`src/rtl/core/slqe_pkg.sv`:
```
package slqe_pkg;

    localparam int QUEUE_DEPTH = 4;

    localparam int BYTE_W = 8;
    localparam int IDX_W  = 3;

    // request kinds carried on s_tuser
    localparam logic [1:0] REQ_START    = 2'd0;
    localparam logic [1:0] REQ_DATA     = 2'd1;
    localparam logic [1:0] REQ_END_STR  = 2'd2;
    localparam logic [1:0] REQ_END_LIST = 2'd3;

    localparam logic [7:0] CH_QUOTE  = 8'h22;
    localparam logic [7:0] CH_BSLASH = 8'h5C;
    localparam logic [7:0] CH_LBRACK = 8'h5B;
    localparam logic [7:0] CH_RBRACK = 8'h5D;
    localparam logic [7:0] CH_COMMA  = 8'h2C;
    localparam logic [7:0] CH_SPACE  = 8'h20;
    localparam logic [7:0] CH_ZERO   = 8'h30;
    localparam logic [7:0] CH_LOW_A  = 8'h61;
    localparam logic [7:0] CH_LOW_U  = 8'h75;
    localparam logic [7:0] CH_LOW_N  = 8'h6E;
    localparam logic [7:0] CH_LOW_R  = 8'h72;
    localparam logic [7:0] CH_LOW_T  = 8'h74;
    localparam logic [7:0] CH_LOW_B  = 8'h62;
    localparam logic [7:0] CH_LOW_F  = 8'h66;

    typedef enum logic [2:0] {
        SEQ_OPEN_FIRST,  // [ "
        SEQ_OPEN_NEXT,   // , space "
        SEQ_PAIR,        // backslash + data
        SEQ_HEX,         // \u00NN of data
        SEQ_PLAIN,       // data
        SEQ_QUOTE,       // "
        SEQ_EMPTY_LIST,  // [ ]
        SEQ_CLOSE_LIST   // ]
    } seq_code_t;

    typedef struct packed {
        seq_code_t         code;
        logic [BYTE_W-1:0] data;
    } seq_desc_t;

    function automatic logic [7:0] hex_digit(input logic [3:0] nib);
        logic [7:0] d;
        if (nib < 4'd10) begin
            d = CH_ZERO + {4'd0, nib};
        end else begin
            d = CH_LOW_A + {4'd0, nib} - 8'd10;
        end
        return d;
    endfunction

    function automatic logic [IDX_W-1:0] seq_len(input seq_code_t code);
        logic [IDX_W-1:0] n;
        unique case (code)
            SEQ_OPEN_FIRST: n = 3'd2;
            SEQ_OPEN_NEXT:  n = 3'd3;
            SEQ_PAIR:       n = 3'd2;
            SEQ_HEX:        n = 3'd6;
            SEQ_PLAIN:      n = 3'd1;
            SEQ_QUOTE:      n = 3'd1;
            SEQ_EMPTY_LIST: n = 3'd2;
            SEQ_CLOSE_LIST: n = 3'd1;
            default:        n = 3'd1;
        endcase
        return n;
    endfunction

    function automatic logic [7:0] seq_byte(input seq_desc_t d, input logic [IDX_W-1:0] idx);
        logic [7:0] b;
        b = d.data;
        unique case (d.code)
            SEQ_OPEN_FIRST: b = (idx == 3'd0) ? CH_LBRACK : CH_QUOTE;
            SEQ_OPEN_NEXT: begin
                unique case (idx)
                    3'd0:    b = CH_COMMA;
                    3'd1:    b = CH_SPACE;
                    default: b = CH_QUOTE;
                endcase
            end
            SEQ_PAIR:       b = (idx == 3'd0) ? CH_BSLASH : d.data;
            SEQ_HEX: begin
                unique case (idx)
                    3'd0:    b = CH_BSLASH;
                    3'd1:    b = CH_LOW_U;
                    3'd2:    b = CH_ZERO;
                    3'd3:    b = CH_ZERO;
                    3'd4:    b = hex_digit(d.data[7:4]);
                    default: b = hex_digit(d.data[3:0]);
                endcase
            end
            SEQ_PLAIN:      b = d.data;
            SEQ_QUOTE:      b = CH_QUOTE;
            SEQ_EMPTY_LIST: b = (idx == 3'd0) ? CH_LBRACK : CH_RBRACK;
            SEQ_CLOSE_LIST: b = CH_RBRACK;
            default:        b = d.data;
        endcase
        return b;
    endfunction

endpackage

```
`src/rtl/core/string_list_quote_escaper.sv`:
```
// channel | ports                  | contents
// --------+------------------------+---------------------------------------------
// input   | s_tvalid/tready/tuser  | s_tuser[1:0] req_type, s_tdata[7:0] in_byte
// output  | m_tvalid/tready/tlast  | m_tdata[7:0] out_byte, m_tlast last
//
// one output byte per cycle while m_tready is high; an input transaction yields 1 to 6 bytes, so the
// input runs at one per cycle for plain bytes and the output register sets the rate
// the classifier writes a descriptor queue (QueueDepth entries); the emitter steps
// through each descriptor's bytes, so a long escape holds input once the queue fills
// synchronous active-low reset clears the list state, the queue and the emitter
// either side may stall at any time without loss
module string_list_quote_escaper #(
    parameter int QueueDepth = slqe_pkg::QUEUE_DEPTH
) (
    input  logic        aclk,
    input  logic        aresetn,
    input  logic        s_tvalid,
    output logic        s_tready,
    input  logic [7:0]  s_tdata,   // [7:0] in_byte
    input  logic [1:0]  s_tuser,   // [1:0] req_type
    output logic        m_tvalid,
    input  logic        m_tready,
    output logic [7:0]  m_tdata,   // [7:0] out_byte
    output logic        m_tlast
);
    import slqe_pkg::*;

    logic      wr_valid;
    logic      wr_ready;
    seq_desc_t wr_desc;
    logic      rd_valid;
    logic      rd_ready;
    seq_desc_t rd_desc;

    slqe_front u_front (
        .aclk     (aclk),
        .aresetn  (aresetn),
        .in_valid (s_tvalid),
        .in_ready (s_tready),
        .in_kind  (s_tuser),
        .in_data  (s_tdata),
        .q_valid  (wr_valid),
        .q_ready  (wr_ready),
        .q_desc   (wr_desc)
    );

    slqe_queue #(
        .Depth (QueueDepth)
    ) u_queue (
        .aclk     (aclk),
        .aresetn  (aresetn),
        .wr_valid (wr_valid),
        .wr_ready (wr_ready),
        .wr_desc  (wr_desc),
        .rd_valid (rd_valid),
        .rd_ready (rd_ready),
        .rd_desc  (rd_desc)
    );

    slqe_back u_back (
        .aclk      (aclk),
        .aresetn   (aresetn),
        .q_valid   (rd_valid),
        .q_ready   (rd_ready),
        .q_desc    (rd_desc),
        .out_valid (m_tvalid),
        .out_ready (m_tready),
        .out_byte  (m_tdata),
        .out_last  (m_tlast)
    );

endmodule

```
`src/rtl/core/slqe_front.sv`:
```
module slqe_front (
    input  logic                    aclk,
    input  logic                    aresetn,
    input  logic                    in_valid,
    output logic                    in_ready,
    input  logic [1:0]              in_kind,
    input  logic [7:0]              in_data,
    output logic                    q_valid,
    input  logic                    q_ready,
    output slqe_pkg::seq_desc_t     q_desc
);
    import slqe_pkg::*;

    logic any_seen_reg;
    logic any_seen_next;
    logic take;

    assign in_ready = q_ready;
    assign q_valid  = in_valid;
    assign take     = in_valid & q_ready;

    always_comb begin
        q_desc.data = in_data;
        q_desc.code = SEQ_PLAIN;
        any_seen_next = any_seen_reg;
        unique case (in_kind)
            REQ_START: begin
                q_desc.code = any_seen_reg ? SEQ_OPEN_NEXT : SEQ_OPEN_FIRST;
                any_seen_next = 1'b1;
            end
            REQ_DATA: begin
                q_desc.code = SEQ_PAIR;
                unique case (in_data)
                    CH_QUOTE:  q_desc.data = CH_QUOTE;
                    CH_BSLASH: q_desc.data = CH_BSLASH;
                    8'h0A:     q_desc.data = CH_LOW_N;
                    8'h0D:     q_desc.data = CH_LOW_R;
                    8'h09:     q_desc.data = CH_LOW_T;
                    8'h08:     q_desc.data = CH_LOW_B;
                    8'h0C:     q_desc.data = CH_LOW_F;
                    default: begin
                        // remaining control bytes, zero included, take the long form
                        q_desc.code = (in_data < 8'h20) ? SEQ_HEX : SEQ_PLAIN;
                    end
                endcase
            end
            REQ_END_STR: q_desc.code = SEQ_QUOTE;
            REQ_END_LIST: begin
                q_desc.code = any_seen_reg ? SEQ_CLOSE_LIST : SEQ_EMPTY_LIST;
                any_seen_next = 1'b0;
            end
            default: q_desc.code = SEQ_QUOTE;
        endcase
    end

    always_ff @(posedge aclk) begin
        if (!aresetn) begin
            any_seen_reg <= 1'b0;
        end else if (take) begin
            any_seen_reg <= any_seen_next;
        end
    end

endmodule

```
`src/rtl/core/slqe_queue.sv`:
```
module slqe_queue #(
    parameter int Depth = slqe_pkg::QUEUE_DEPTH
) (
    input  logic                    aclk,
    input  logic                    aresetn,
    input  logic                    wr_valid,
    output logic                    wr_ready,
    input  slqe_pkg::seq_desc_t     wr_desc,
    output logic                    rd_valid,
    input  logic                    rd_ready,
    output slqe_pkg::seq_desc_t     rd_desc
);
    import slqe_pkg::*;

    localparam int PtrW = (Depth > 1) ? $clog2(Depth) : 1;
    localparam int CntW = $clog2(Depth + 1);
    localparam logic [PtrW-1:0] LastPtr = PtrW'(Depth - 1);
    localparam logic [CntW-1:0] FullCnt = CntW'(Depth);

    seq_desc_t         mem [Depth];
    logic [PtrW-1:0]   wr_ptr_reg;
    logic [PtrW-1:0]   rd_ptr_reg;
    logic [CntW-1:0]   count_reg;
    logic              push;
    logic              pop;

    assign wr_ready = (count_reg != FullCnt);
    assign rd_valid = (count_reg != '0);
    assign rd_desc  = mem[rd_ptr_reg];
    assign push     = wr_valid & wr_ready;
    assign pop      = rd_valid & rd_ready;

    always_ff @(posedge aclk) begin
        if (push) begin
            mem[wr_ptr_reg] <= wr_desc;
        end
    end

    always_ff @(posedge aclk) begin
        if (!aresetn) begin
            wr_ptr_reg <= '0;
            rd_ptr_reg <= '0;
            count_reg  <= '0;
        end else begin
            if (push) begin
                wr_ptr_reg <= (wr_ptr_reg == LastPtr) ? '0 : wr_ptr_reg + 1'b1;
            end
            if (pop) begin
                rd_ptr_reg <= (rd_ptr_reg == LastPtr) ? '0 : rd_ptr_reg + 1'b1;
            end
            if (push && !pop) begin
                count_reg <= count_reg + 1'b1;
            end else if (pop && !push) begin
                count_reg <= count_reg - 1'b1;
            end
        end
    end

endmodule

```
`src/rtl/core/slqe_back.sv`:
```
module slqe_back (
    input  logic                    aclk,
    input  logic                    aresetn,
    input  logic                    q_valid,
    output logic                    q_ready,
    input  slqe_pkg::seq_desc_t     q_desc,
    output logic                    out_valid,
    input  logic                    out_ready,
    output logic [7:0]              out_byte,
    output logic                    out_last
);
    import slqe_pkg::*;

    seq_desc_t          cur_reg;
    logic               cur_valid_reg;
    logic [IDX_W-1:0]   idx_reg;
    logic               out_valid_reg;
    logic [7:0]         out_byte_reg;
    logic               out_last_reg;

    seq_desc_t          src;
    logic               src_valid;
    logic [IDX_W-1:0]   src_idx;
    logic               src_last;
    logic               advance;

    // a sequence in progress takes priority over the queue head
    assign src       = cur_valid_reg ? cur_reg : q_desc;
    assign src_valid = cur_valid_reg | q_valid;
    assign src_idx   = cur_valid_reg ? idx_reg : '0;
    assign src_last  = (src_idx == seq_len(src.code) - 3'd1);
    assign advance   = ~out_valid_reg | out_ready;
    assign q_ready   = ~cur_valid_reg & advance;

    assign out_valid = out_valid_reg;
    assign out_byte  = out_byte_reg;
    assign out_last  = out_last_reg;

    always_ff @(posedge aclk) begin
        if (!aresetn) begin
            cur_valid_reg <= 1'b0;
            out_valid_reg <= 1'b0;
        end else if (advance) begin
            out_valid_reg <= src_valid;
            if (src_valid) begin
                cur_valid_reg <= ~src_last;
            end
        end
    end

    always_ff @(posedge aclk) begin
        if (advance && src_valid) begin
            out_byte_reg <= seq_byte(src, src_idx);
            out_last_reg <= src_last;
            cur_reg      <= src;
            idx_reg      <= src_idx + 3'd1;
        end
    end

endmodule

```
`config.mk`:
```
export PLATFORM = sky130hd
export DESIGN_NAME = string_list_quote_escaper
export DESIGN_NICKNAME = d
export VERILOG_FILES = /design/src/rtl/core/slqe_pkg.sv /design/src/rtl/core/string_list_quote_escaper.sv /design/src/rtl/core/slqe_front.sv /design/src/rtl/core/slqe_queue.sv /design/src/rtl/core/slqe_back.sv
export SDC_FILE = /design/constraint.sdc
export NUM_CORES = 1
export LEC_CHECK = 0
export BUFFER_PORTS_ARGS = -buffer_cell sky130_fd_sc_hd__buf_2
export CAP_MARGIN = 20
export CORE_AREA = 2 2 107 109
export DETAILED_ROUTE_END_ITERATION = 10
export DIE_AREA = 0 0 109 111
export GPL_TIMING_DRIVEN = 1
export MAX_ROUTING_LAYER = met4
export PLACE_DENSITY = 0.62
export SYNTH_ARGS = -nofsm -noshare
export SYNTH_HDL_FRONTEND = slang
export SYNTH_HIERARCHICAL = 1
export SYNTH_SLANG_ARGS = --single-unit
```
`constraint.sdc`:
```
create_clock -name aclk -period 5.8 [get_ports aclk]
set_clock_uncertainty 0.2 [all_clocks]
set_input_delay 0.58 -clock aclk [delete_from_list [all_inputs] [get_ports aclk]]
set_output_delay 0.58 -clock aclk [all_outputs]
set_load 0.05 [all_outputs]
```
==> insert_results.sql, run 1 <==
INSERT INTO impl_metrics (metric_group, metric, value, unit) VALUES
('worst_setup_path', 'worstSetupPathType', 'flip-flop to flip-flop', ''),
('worst_setup_path', 'cp-start-kind', 'flip-flop', ''),
('clock_tree', 'cts-root-buf', 'sky130_fd_sc_hd__clkbuf_16', ''),
('yosys', 'synth.avg_cell_area', '12.0', 'um^2'),
('placed_design', 'dpl.hpwl', '6240', 'um'),
('layout', 'final_common_cell', 'sky130_fd_sc_hd__edfxtp_1', ''),
('yosys', 'post_synthesis_instance_area', '4310', 'um^2'),
('yosys', 'yosysUniqueCellTypes', '74', ''),
('layout', 'layout.cells.most_common_list', 'sky130_fd_sc_hd__edfxtp_1, sky130_fd_sc_hd__buf_2, sky130_fd_sc_hd__o21ai_0', ''),
('clock_tree', 'cts_resized', '0', ''),
('layout', 'flow.area_growth_from_synthesis', '12.7', '%'),
('global_routing', 'grt_start_max_net_pins', '25', ''),
('worst_setup_path', 'worst-endpoint-required', '5.82', 'ns'),
('power', 'max-vdd-ir-drop', '0.000225', 'V'),
('yosys', 'synthesis.yosys.warnings', '6', ''),
('timing', 'period_minus_slack', '4.11', 'ns'),
('timing', 'setup_tns', '0', 'ns'),
('worst_setup_path', 'endpoint_kind', 'flip-flop', ''),
('power', 'cellPowerDensity', '578', 'nW/um^2'),
('yosys', 'postSynth.topFlopCell', 'sky130_fd_sc_hd__edfxtp_1', ''),
('yosys', 'postSynth.asyncResetShare', '0', '%'),
('clock_tree', 'clk_pin_slew_worst_paths', '0.06', 'ns'),
('yosys', 'synth_fp_nets', '391', ''),
('clock_tree', 'worstSkewPairLatency', '0.33', 'ns'),
('clock_tree', 'clock-sinks', '79', ''),
('clock_tree', 'tritoncts_clock_tree', 'built', ''),
('power', 'p_clk_share', '21.0', '%'),
('power', 'switching_power', '1.12', 'mW'),
('layout', 'nFillCells', '1014', ''),
('detailed_routing', 'met2_wirelength', '4380', 'um'),
('timing', 'timing_max_transition_violations_final', '0', ''),
('power', 'p_int', '1.69', 'mW'),
('detailed_routing', 'highest_layer', 'met4', ''),
('run_status', 'run_status', 'completed', ''),
('power', 'power.share.sequential', '34.2', '%'),
('detailed_routing', 'drt-wirelength-per-cell', '16.4', 'um'),
('detailed_routing', 'antenna_left', '0', ''),
('detailed_routing', 'total_drc_errors_in_the_routed_layout', '0', ''),
('worst_setup_path', 'critical_path.endpoint', 'u_back/cur_valid_reg$_SDFFE_PN0P_', ''),
('detailed_routing', 'initialDrtViolationCount', '158', ''),
('timing', 'timing.slew.headroom', '41.6', '%'),
('detailed_routing', 'post_drt_via_cell_ratio', '5.50', ''),
('worst_setup_path', 'r2r_setup_slack', '1.69', 'ns'),
('clock_tree', 'holdBufCountCts', '0', ''),
('floorplanning', 'start_util', '38.9', '%'),
('run', 'cap_viol_max_count', '0', ''),
('worst_setup_path', 'worst_r2r_path_depth', '9', ''),
('worst_setup_path', 'crit_path_dat', '4.12', 'ns'),
('floorplanning', 'core_region_area', '11100', 'um^2'),
('layout', 'final_layout_size_suffix_gt1_share', '19.6', '%'),
('global_routing', 'grt_overflow', '0', ''),
('placed_design', 'finalWeightedCongestion', '0.915', ''),
('layout', 'antenna_cells_inserted', '0', ''),
('worst_setup_path', 'cp_max_fo', '14', ''),
('global_routing', 'via_count_of_the_first_global_routing_pass', '2791', ''),
('power', 'combinationalPowerShare', '44.8', '%'),
('detailed_routing', 'drt-total-wl', '8640', 'um'),
('power', 'report.power.total', '2.81', 'mW'),
('clock_tree', 'max-clock-path-buffers', '2', ''),
('global_routing', 'global_route_wire_length_before_repair', '14100', 'um'),
('layout', 'finalNonFillerCells', '526', ''),
('clock_tree', 'tritoncts.num_buffers', '9', ''),
('timing', 'fmax', '0.243', 'GHz'),
('yosys', 'gate_count_post_synth', '360', ''),
('power', 'p_leak', '1.79', 'nW'),
('timing', 'hold_viol_final', '0', ''),
('min_path', 'hold_path.class', 'flip-flop to flip-flop', ''),
('timing', 'timing.final.crit_share', '70.8', '%'),
('timing', 'timing_worst_slew_pin_value', '0.852', 'ns'),
('floorplanning', 'die_boundary_height', '111', 'um'),
('timing', 'unrepaired_setup_endpoints_after_global_routing', 'false', '');
## cell usage after synthesis (2+ instances only)
cell / n / share of area [%]
sky130_fd_sc_hd__nand4b_1: 2 / 0.41
sky130_fd_sc_hd__buf_2: 7 / 0.81
sky130_fd_sc_hd__or4b_1: 2 / 0.46
sky130_fd_sc_hd__o221ai_1: 4 / 0.81
sky130_fd_sc_hd__nand2_1: 17 / 1.5
sky130_fd_sc_hd__a31o_2: 2 / 0.41
sky130_fd_sc_hd__buf_6: 2 / 0.52
sky130_fd_sc_hd__and2_1: 4 / 0.58
sky130_fd_sc_hd__inv_2: 2 / 0.17
sky130_fd_sc_hd__clkbuf_1: 7 / 0.61
sky130_fd_sc_hd__nand2b_1: 3 / 0.44
sky130_fd_sc_hd__a211o_1: 2 / 0.41
sky130_fd_sc_hd__nor3_1: 6 / 0.70
sky130_fd_sc_hd__mux4_2: 11 / 5.7
sky130_fd_sc_hd__a21o_1: 4 / 0.70
sky130_fd_sc_hd__or3_2: 2 / 0.35
sky130_fd_sc_hd__edfxtp_1: 67 / 47
sky130_fd_sc_hd__inv_1: 21 / 1.8
sky130_fd_sc_hd__a21oi_1: 20 / 2.3
sky130_fd_sc_hd__nand4_1: 8 / 1.2
sky130_fd_sc_hd__xnor2_1: 5 / 1.0
sky130_fd_sc_hd__nor2_1: 19 / 1.7
sky130_fd_sc_hd__nand3b_1: 4 / 0.70
sky130_fd_sc_hd__dfxtp_1: 12 / 5.6
sky130_fd_sc_hd__mux2i_1: 8 / 1.9
sky130_fd_sc_hd__or2_2: 2 / 0.29
sky130_fd_sc_hd__a21boi_0: 4 / 0.70
sky130_fd_sc_hd__ha_1: 16 / 4.6
sky130_fd_sc_hd__a31oi_1: 4 / 0.58
sky130_fd_sc_hd__o21ai_0: 22 / 2.6
sky130_fd_sc_hd__o21ai_1: 4 / 0.46
sky130_fd_sc_hd__and3_2: 4 / 0.70
sky130_fd_sc_hd__and3_1: 3 / 0.44
sky130_fd_sc_hd__nand3_1: 8 / 0.93
sky130_fd_sc_hd__o22ai_1: 4 / 0.58
sky130_fd_sc_hd__xor2_1: 4 / 0.81
sky130_fd_sc_hd__mux2_2: 2 / 0.52
sky130_fd_sc_hd__nor2b_1: 5 / 0.73
sky130_fd_sc_hd__buf_4: 2 / 0.35
## kinds of logic after synthesis
kind of cell	Yosys count	synth area share (%)
compound gates	87	13.3
xor+xnor	9	1.83
fa+ha+maj	17	5.11
buf+inv	42	4.41
flops	79	52.2
mux	24	9.32
simple gates	102	13.8
## layout make-up
type	instances	area, um^2	share of cell area, %
clock inverter	5	81.3	1.67
timing repair buffer	26	155	3.19
inverter	23	86.3	1.78
sequential	79	2250	46.4
multi-input combinational	239	1870	38.5
tap	143	179	3.68
clock buffer	11	233	4.79
## worst min-delay path by stage
stage / from / end / slack, ns / depth (start not counted)
finish: u_queue/wr_ptr_reg[1]$_SDFFE_PN0P_ / u_queue/wr_ptr_reg[1]$_SDFFE_PN0P_ / 0.29 / 2
detailed placement: u_front/any_seen_reg$_SDFFE_PN0P_ / u_front/any_seen_reg$_SDFFE_PN0P_ / 0.29 / 1
global placement: u_front/any_seen_reg$_SDFFE_PN0P_ / u_front/any_seen_reg$_SDFFE_PN0P_ / 0.28 / 1
floorplan: u_front/any_seen_reg$_SDFFE_PN0P_ / u_front/any_seen_reg$_SDFFE_PN0P_ / 0.27 / 1
global route: u_front/any_seen_reg$_SDFFE_PN0P_ / u_front/any_seen_reg$_SDFFE_PN0P_ / 0.31 / 1
CTS: u_queue/wr_ptr_reg[1]$_SDFFE_PN0P_ / u_queue/wr_ptr_reg[1]$_SDFFE_PN0P_ / 0.30 / 2
## worst max-delay path: stages, from the launching register on
cell and delay, ns:
sky130_fd_sc_hd__dfxtp_1 0.79, sky130_fd_sc_hd__mux4_2 0.61, sky130_fd_sc_hd__mux2i_2 0.60, sky130_fd_sc_hd__inv_2 0.22, sky130_fd_sc_hd__a21oi_1 0.21, sky130_fd_sc_hd__ha_1 0.29
sky130_fd_sc_hd__or4b_1 0.51, sky130_fd_sc_hd__and3_1 0.21, sky130_fd_sc_hd__o31ai_2 0.26, sky130_fd_sc_hd__a21oi_1 0.10
## power by group through the flow
stage / combinational (mW) / clock, mW / sequential [mW]
after floorplan: 0.884 / 0 / 1.03
after global placement: 1.19 / 0 / 0.971
final: 1.26 / 0.589 / 0.962
after CTS: 1.25 / 0.605 / 0.964
after global routing: 1.36 / 0.629 / 0.984
after detailed placement: 1.24 / 0 / 0.970
## routing by layer
| metal | GRT usage, % | vias to the layer above |
|---|---|---|
| met4 | 5.04 | 0 |
| met5 | - | - |
| li1 | - | 1417 |
| met3 | 4.23 | 13 |
| met1 | 19.6 | 1381 |
| met2 | 24.5 | 82 |
## through the flow
| step | instance area [um^2] | setup slack, ns | hold WS, ns |
|---|---|---|---|
| 2_1_floorplan | 4310 | 2.38 | 0.266 |
| 3_3_place_gp | 4520 | 1.85 | 0.283 |
| 6_report | 4860 | 1.69 | 0.295 |
| 3_5_place_dp | 4540 | 1.74 | 0.288 |
| 4_1_cts | 4860 | 1.73 | 0.301 |
| 5_1_grt | 4860 | 1.44 | 0.311 |
Power figures use the tool's default switching activity.
==> run 2, diff against run 1 <==
- ABC_AREA: unset -> 1
- CORE_AREA: 2 2 107 109 -> 2 2 108 110
- DIE_AREA: 0 0 109 111 -> 0 0 110 112
- clock period: 5.8 -> 4.04 ns (I/O delays scaled with it)
==> run 2 against run 1 <==
  * Utilization is 0.27 points higher
  * Critical path depth is 7 higher
  * Setup slack worse by 0.26 ns
  * Cell area is 1.5% higher
  * Highest routed layer unchanged
  * Fmax is 57% higher
  * Area after synthesis is 2.3% higher
  * Cell count is 29% higher
  * Sequential power is 34% higher
  * Critical path type unchanged
  * Clock-buffer cell count is 2 lower
  * Total power is 42% higher
  * Hold slack worse by 0.15 ns
  * Die area is 1.8% higher
==> insert_results.sql, run 2 <==
INSERT INTO impl_metrics (metric_group, metric, value, unit) VALUES
('run_status', 'run_status', 'completed', ''),
('timing', 'setup_tns', '0', 'ns'),
('yosys', 'gate_count_post_synth', '505', ''),
('detailed_routing', 'antenna_left', '0', ''),
('clock_tree', 'clock-sinks', '79', ''),
('yosys', 'post_synthesis_instance_area', '4410', 'um^2'),
('placed_design', 'port_buffers', '24', ''),
('timing', 'period_minus_slack', '2.61', 'ns'),
('min_path', 'hold_depth', '1', ''),
('yosys', 'synthesis.yosys.warnings', '6', ''),
('clock_tree', 'cts.repair_timing.setup_buffer_count', '0', ''),
('layout', 'nFillCells', '1088', ''),
('worst_setup_path', 'cp_top_family', 'simple AND/OR/NAND/NOR gates', ''),
('placed_design', 'dpl.hpwl', '6240', 'um'),
('worst_setup_path', 'cpPeakStageDelay', '0.30', 'ns'),
('clock_tree', 'holdBufCountCts', '0', ''),
('timing', 'timing.slew.headroom', '29.9', '%'),
('min_path', 'hold_path.class', 'input port to flip-flop', ''),
('yosys', 'synth_sequential_area_ratio', '51.1', '%'),
('yosys', 'synth_fp_nets', '536', ''),
('worst_setup_path', 'cp-start-kind', 'flip-flop', ''),
('detailed_routing', 'drt-total-wl', '8310', 'um'),
('yosys', 'edff_count_synth', '67', ''),
('clock_tree', 'clk_pin_slew_worst_paths', '0.06', 'ns'),
('worst_setup_path', 'timing.critical_path.mode_cell', 'sky130_fd_sc_hd__nand2_1', ''),
('clock_tree', 'cts-root-buf', 'sky130_fd_sc_hd__clkbuf_16', ''),
('yosys', 'yosysUniqueCellTypes', '36', ''),
('worst_setup_path', 'r2r_setup_slack', '1.43', 'ns'),
('yosys', 'synth.avg_cell_area', '8.73', 'um^2'),
('yosys', 'synth-adder-area-share', '4.99', '%'),
('clock_tree', 'tritoncts_clock_tree', 'built', ''),
('floorplanning', 'core_region_area', '11200', 'um^2'),
('detailed_routing', 'drtPass1Iterations', '4', ''),
('clock_tree', 'htreeDepth', '3', ''),
('worst_setup_path', 'cp_cell_sequence', 'buf_4 -> inv_2 -> nor2_1 -> o22ai_1 -> inv_1 -> nand2_1 -> nand2_2 -> nand3_2 -> nand2_1 -> ha_1 -> xnor2_1 -> nand2_1 -> nand2_1 -> nor2_1 -> nand2_1 -> inv_1', ''),
('yosys', 'synthDominantAreaCellType', 'sky130_fd_sc_hd__edfxtp_1', ''),
('worst_setup_path', 'cpMaxStageDelayCell', 'sky130_fd_sc_hd__dfxtp_1', ''),
('layout', 'layout.cells.most_common_list', 'sky130_fd_sc_hd__nand2_1, sky130_fd_sc_hd__edfxtp_1, sky130_fd_sc_hd__nor2_1', ''),
('global_routing', 'via_count_of_the_first_global_routing_pass', '3076', ''),
('clock_tree', 'cts_resized', '0', ''),
('timing', 'finalSetupViolations', '0', ''),
('yosys', 'synth-seq-cells', '79', ''),
('power', 'report.power.total', '3.98', 'mW'),
('global_routing', 'grt_overflow', '0', ''),
('run', 'cap_viol_max_count', '0', ''),
('worst_setup_path', 'worst_r2r_path_depth', '16', ''),
('yosys', 'synth_top_cell_area_share', '45.6', '%'),
('timing', 'unrepaired_setup_endpoints_after_global_routing', 'false', ''),
('yosys', 'synth-xor-area-share', '0.596', '%'),
('floorplanning', 'die_area', '12300', 'um^2'),
('clock_tree', 'max-clock-path-buffers', '2', ''),
('yosys', 'post_synth_main_area_contributors', 'sky130_fd_sc_hd__edfxtp_1, sky130_fd_sc_hd__nand2_1, sky130_fd_sc_hd__nor2_1, sky130_fd_sc_hd__dfxtp_1, sky130_fd_sc_hd__inv_1', ''),
('worst_setup_path', 'worstPathBufferInverterCount', '4', ''),
('detailed_routing', 'vias', '3239', ''),
('layout', 'final_layout_size_suffix_gt1_share', '18.2', '%'),
('power', 'max-vdd-ir-drop', '0.000360', 'V'),
('timing', 'timing.final.crit_share', '64.6', '%'),
('floorplanning', 'start_util', '39.5', '%'),
('yosys', 'synthMuxAreaShare', '0', '%'),
('detailed_routing', 'drt-wirelength-per-cell', '12.2', 'um'),
('worst_setup_path', 'worst-endpoint-required', '3.93', 'ns'),
('layout', 'flow.area_growth_from_synthesis', '11.8', '%'),
('yosys', 'postSynth.asyncResetShare', '0', '%'),
('detailed_routing', 'initialDrtViolationCount', '259', ''),
('timing', 'fmax', '0.383', 'GHz'),
('yosys', 'yosysMostFrequentCell', 'sky130_fd_sc_hd__nand2_1', ''),
('floorplanning', 'ios', '25', ''),
('global_routing', 'grt.total_usage', '15.1', '%'),
('worst_setup_path', 'worstSetupPathType', 'flip-flop to flip-flop', ''),
('layout', 'max_reg_flops', '44', ''),
('global_routing', 'global_route_wire_length_before_repair', '14100', 'um'),
('yosys', 'postSynth.topFlopCell', 'sky130_fd_sc_hd__edfxtp_1', ''),
('floorplanning', 'rows', '39', ''),
('detailed_routing', 'total_drc_errors_in_the_routed_layout', '0', ''),
('yosys', 'synth_commonest_cells', 'sky130_fd_sc_hd__nand2_1, sky130_fd_sc_hd__edfxtp_1, sky130_fd_sc_hd__nor2_1', ''),
('clock_tree', 'worstSkewPairLatency', '0.33', 'ns'),
('layout', 'final_stage_net_count', '563', ''),
('worst_setup_path', 'cp.depth', '16', ''),
('worst_setup_path', 'cp_max_fo', '23', ''),
('layout', 'post-route-util', '44.1', '%'),
('yosys', 'synth_simple_gate_area_share', '26.6', '%'),
('worst_setup_path', 'crit_path_dat', '2.50', 'ns'),
('timing', 'timing_worst_slew_pin_value', '1.05', 'ns'),
('floorplanning', 'die_boundary_height', '112', 'um'),
('worst_setup_path', 'endpoint_kind', 'flip-flop', ''),
('global_routing', 'grt_start_max_net_pins', '26', ''),
('yosys', 'synth_top_family_by_area', 'simple AND/OR/NAND/NOR gates', ''),
('detailed_routing', 'post_drt_via_cell_ratio', '4.76', ''),
('floorplanning', 'fp.dieW', '110', 'um'),
('yosys', 'synth_compound_gate_area_share', '8.37', '%'),
('timing', 'hold_viol_final', '0', ''),
('placed_design', 'finalWeightedCongestion', '0.887', ''),
('global_routing', 'initial_antenna_violation_count', '0', ''),
('timing', 'timing_max_transition_violations_final', '0', ''),
('clock_tree', 'tritoncts.num_buffers', '9', ''),
('power', 'cellPowerDensity', '807', 'nW/um^2'),
('layout', 'final_common_cell', 'sky130_fd_sc_hd__nand2_1', ''),
('timing', 'fin_worst_hold_slack', '0.147', 'ns'),
('layout', 'antenna_cells_inserted', '0', ''),
('power', 'p_leak', '2.24', 'nW');
[run 2: cell count changes after synthesis, moves of 8 or more]
cell                      change
sky130_fd_sc_hd__o21ai_0     -12
sky130_fd_sc_hd__mux2i_1      -8
sky130_fd_sc_hd__mux4_2      -11
sky130_fd_sc_hd__nand2_1     +98
sky130_fd_sc_hd__nand3_1     +15
sky130_fd_sc_hd__nand2_4      +8
sky130_fd_sc_hd__nand2_2     +21
sky130_fd_sc_hd__a21oi_1      -8
sky130_fd_sc_hd__nor2_1      +47
sky130_fd_sc_hd__inv_1       +43
sky130_fd_sc_hd__o21ai_1     +20
[run 2: metrics by stage]
stage	setup WS [ns]	area [um^2]	std cells
detailed placement	1.43	4650	663
CTS	1.41	4920	679
floorplan	1.76	4410	505
global placement	1.51	4650	663
finish	1.43	4930	680
global route	1.11	4930	680
[run 2: path summary, 6_finish.rpt]
kind | from | end
worst max-delay path | flip-flop | u_back/out_last$_DFFE_PP_
worst min-delay path | s_tdata[7] | u_queue/mem[1][7]$_DFFE_PP_
worst max register to register | flip-flop | u_back/out_last$_DFFE_PP_
worst min register to register | u_queue/rd_ptr_reg[1]$_SDFFE_PN0P_ | u_queue/rd_ptr_reg[1]$_SDFFE_PN0P_
[run 2: area by class of cell]
cell class / count / area [um^2] / share of cell area, %
sequential: 79 / 2250 / 45.7
multi-input combinational: 339 / 1790 / 36.3
clock buffer: 9 / 225 / 4.57
clock inverter: 7 / 47.5 / 0.964
inverter: 74 / 278 / 5.63
timing repair buffer: 29 / 158 / 3.20
tap: 143 / 179 / 3.63
[run 2: routing by layer]
layer  GRT usage, %  vias to the layer above  share of wire, %
li1               -                     1705                 -
met1           19.0                     1464                47
met2           23.3                       59                47
met3           4.33                       11               4.2
met4           4.89                        0               1.7
met5              -                        -                 0
[run 2: logic make-up after synthesis]
| group | count (synthesis) |
|---|---|
| flops | 79 |
| compound gates | 66 |
| simple gates | 253 |
| fa+ha+maj | 17 |
| buf+inv | 87 |
| xor+xnor | 3 |
[run 2: power by group]
part | leakage, nW | internal [mW] | switching [mW]
clock | 0.132 | 0.416 | 0.319
combinational | 1.38 | 0.591 | 1.36
sequential | 0.734 | 1.21 | 0.0784
==> run 3, diff against run 2 <==
- PLACE_DENSITY: 0.62 -> 0.64
- clock period: 4.04 -> 2.32 ns (I/O delays scaled with it)
==> run 3 against run 2 <==
  * Global-route usage up 0.21 points
  * Flip-flop and latch count did not move
  * Critical path depth did not move
  * Critical path type unchanged
  * Critical endpoint is now u_back/cur_valid_reg$_SDFFE_PN0P_
  * Largest cell class unchanged
==> insert_results.sql, run 3 (synthesized netlist as in run 2, its figures left out) <==
INSERT INTO impl_metrics (metric_group, metric, value, unit) VALUES
('placed_design', 'postPlaceCellArea', '4780', 'um^2'),
('floorplanning', 'die_area', '12300', 'um^2'),
('layout', 'design_area', '5190', 'um^2'),
('global_routing', 'grt.total_usage', '15.3', '%'),
('clock_tree', 'worstSkewPairLatency', '0.34', 'ns'),
('layout', 'final_common_cell', 'sky130_fd_sc_hd__nand2_1', ''),
('detailed_routing', 'vias', '3327', ''),
('clock_tree', 'htreeDepth', '3', ''),
('worst_setup_path', 'endpoint_kind', 'flip-flop', ''),
('run_status', 'run_status', 'completed', ''),
('timing', 'fin_worst_hold_slack', '0.0163', 'ns'),
('detailed_routing', 'drtPass1Iterations', '4', ''),
('placed_design', 'placement.setup.worst_slack', '0.00980', 'ns'),
('floorplanning', 'rows', '39', ''),
('clock_tree', 'clk_pin_slew_worst_paths', '0.06', 'ns'),
('worst_setup_path', 'cp_max_fo', '8', ''),
('power', 'p_leak', '2.37', 'nW'),
('detailed_routing', 'post_drt_via_cell_ratio', '4.77', ''),
('timing', 'timing_max_transition_violations_final', '0', ''),
('layout', 'flow.area_growth_from_synthesis', '17.7', '%'),
('floorplanning', 'ios', '25', ''),
('layout', 'multi_input_area', '1830', 'um^2'),
('clock_tree', 'cts-root-buf', 'sky130_fd_sc_hd__clkbuf_16', ''),
('detailed_routing', 'initialDrtViolationCount', '151', ''),
('worst_setup_path', 'cp_cell_sequence', 'inv_6 -> o21ai_2 -> o22ai_2 -> inv_1 -> nand2_1 -> nand2_2 -> nand2_2 -> nand2_2 -> nand2_1 -> ha_2 -> xnor2_1 -> nand2_1 -> nor2_1 -> nand2_1 -> nand2_1 -> a21oi_1', ''),
('placed_design', 'finalWeightedCongestion', '0.884', ''),
('global_routing', 'global_route_wire_length_before_repair', '14300', 'um'),
('worst_setup_path', 'cp-start-kind', 'flip-flop', ''),
('clock_tree', 'clock-sinks', '79', ''),
('clock_tree', 'tritoncts.num_buffers', '9', ''),
('layout', 'post-route-util', '46.5', '%'),
('timing', 'finalSetupViolations', '0', ''),
('worst_setup_path', 'timing.critical_path.mode_cell', 'sky130_fd_sc_hd__nand2_1', ''),
('power', 'cellPowerDensity', '1460', 'nW/um^2'),
('run', 'cap_viol_max_count', '0', ''),
('placed_design', 'port_buffers', '24', ''),
('power', 'report.power.total', '7.57', 'mW'),
('floorplanning', 'start_util', '39.5', '%'),
('global_routing', 'via_count_of_the_first_global_routing_pass', '3218', ''),
('global_routing', 'grt_start_max_net_pins', '26', ''),
('timing', 'timing.slew.headroom', '75.5', '%'),
('worst_setup_path', 'cp_top_family', 'simple AND/OR/NAND/NOR gates', ''),
('worst_setup_path', 'worstPathBufferInverterCount', '2', ''),
('worst_setup_path', 'cpMaxStageDelayCell', 'sky130_fd_sc_hd__dfxtp_4', ''),
('detailed_routing', 'total_drc_errors_in_the_routed_layout', '0', ''),
('detailed_routing', 'drt-total-wl', '8700', 'um'),
('timing', 'period_minus_slack', '2.19', 'ns'),
('timing', 'post-route-worst-setup-slack', '0.126', 'ns'),
('global_routing', 'grt_overflow', '0', ''),
('worst_setup_path', 'worst-endpoint-required', '2.34', 'ns'),
('worst_setup_path', 'r2r_setup_slack', '0.13', 'ns'),
('layout', 'antenna_cells_inserted', '0', ''),
('detailed_routing', 'antenna_left', '0', ''),
('detailed_routing', 'drt-wirelength-per-cell', '12.5', 'um'),
('global_routing', 'initial_antenna_violation_count', '0', ''),
('worst_setup_path', 'cpPeakStageDelay', '0.41', 'ns'),
('timing', 'fmax', '0.456', 'GHz'),
('worst_setup_path', 'worstSetupPathType', 'flip-flop to flip-flop', ''),
('floorplanning', 'fp.dieW', '110', 'um'),
('timing', 'hold_viol_final', '0', ''),
('timing', 'unrepaired_setup_endpoints_after_global_routing', 'true', ''),
('layout', 'max_reg_flops', '44', ''),
('timing', 'timing.final.crit_share', '94.6', '%'),
('floorplanning', 'die_boundary_height', '112', 'um'),
('clock_tree', 'tritoncts_clock_tree', 'built', ''),
('layout', 'final_layout_size_suffix_gt1_share', '22.7', '%'),
('layout', 'layout.cells.most_common_list', 'sky130_fd_sc_hd__nand2_1, sky130_fd_sc_hd__edfxtp_1, sky130_fd_sc_hd__nor2_1, sky130_fd_sc_hd__inv_1, sky130_fd_sc_hd__buf_2', ''),
('floorplanning', 'core_region_area', '11200', 'um^2'),
('layout', 'nFillCells', '1091', ''),
('clock_tree', 'max-clock-path-buffers', '2', ''),
('worst_setup_path', 'crit_path_dat', '2.22', 'ns'),
('min_path', 'hold_path.class', 'input port to flip-flop', ''),
('timing', 'timing_worst_slew_pin_value', '0.366', 'ns'),
('layout', 'final_stage_net_count', '580', ''),
('power', 'max-vdd-ir-drop', '0.000716', 'V'),
('placed_design', 'dpl.hpwl', '6330', 'um'),
('layout', 'sequential_cell_area', '2260', 'um^2');
run 3: cell type report:
cell class	instances	area share, %
tap	143	3.45
multi-input combinational	339	35.3
sequential	79	43.5
clock buffer	9	4.34
clock inverter	7	2.00
timing repair buffer	46	6.00
inverter	74	5.45
run 3: power breakdown:
| group | total, mW | internal (mW) | leakage [nW] | switching, mW |
|---|---|---|---|---|
| clock | 1.55 | 0.955 | 0.154 | 0.591 |
| sequential | 2.29 | 2.12 | 0.735 | 0.171 |
| combinational | 3.74 | 1.29 | 1.49 | 2.45 |
| total | 7.57 | 4.37 | 2.37 | 3.21 |
run 3: final timing paths:
check                                           from                            endpoint  depth (start not counted)
setup / recovery                           flip-flop   u_back/cur_valid_reg$_SDFFE_PN0P_                         16
hold / removal                               aresetn  u_queue/wr_ptr_reg[1]$_SDFFE_PN0P_                          3
setup reg to reg                           flip-flop   u_back/cur_valid_reg$_SDFFE_PN0P_                         16
hold reg to reg   u_queue/rd_ptr_reg[1]$_SDFFE_PN0P_                           flip-flop                          4
run 3: timing repair:
| action | CTS | global route |
|---|---|---|
| gates resized for setup | 1 | 17 |
| hold endpoints to repair | 4 | 0 |
| buffers inserted | 0 | 1 |
| pin swaps | 0 | 7 |
| hold buffers | 1 | 0 |
| endpoints found under the setup margin | 2 | 7 |
run 3: worst reg2reg max path: stages (launching register included):
cell                      delay [ns]
sky130_fd_sc_hd__dfxtp_4        0.41
sky130_fd_sc_hd__inv_6          0.06
sky130_fd_sc_hd__o21ai_2        0.15
sky130_fd_sc_hd__o22ai_2        0.08
sky130_fd_sc_hd__inv_1          0.06
sky130_fd_sc_hd__nand2_1        0.06
sky130_fd_sc_hd__nand2_2        0.10
sky130_fd_sc_hd__nand2_2        0.08
sky130_fd_sc_hd__nand2_2        0.07
sky130_fd_sc_hd__nand2_1        0.05
sky130_fd_sc_hd__ha_2           0.31
sky130_fd_sc_hd__xnor2_1        0.10
sky130_fd_sc_hd__nand2_1        0.06
sky130_fd_sc_hd__nor2_1         0.09
sky130_fd_sc_hd__nand2_1        0.07
sky130_fd_sc_hd__nand2_1        0.05
sky130_fd_sc_hd__a21oi_1        0.06
run 3: stage by stage:
step           setup TNS [ns]  cells
2_1_floorplan               0    505
3_3_place_gp                0    679
3_5_place_dp                0    679
4_1_cts                     0    696
5_1_grt               -0.0315    697
6_report                    0    697
run 3: per-layer routing:
| layer | up-vias | routed length [um] | GRT usage, % | share of wire, % |
|---|---|---|---|---|
| met2 | 50 | 4430 | 25.4 | 51 |
| met1 | 1525 | 3940 | 18.4 | 45 |
| met3 | 14 | 211 | 3.16 | 2.4 |
| met5 | - | 0 | - | 0 |
| met4 | 0 | 125 | 4.89 | 1.4 |
| li1 | 1738 | - | - | - |
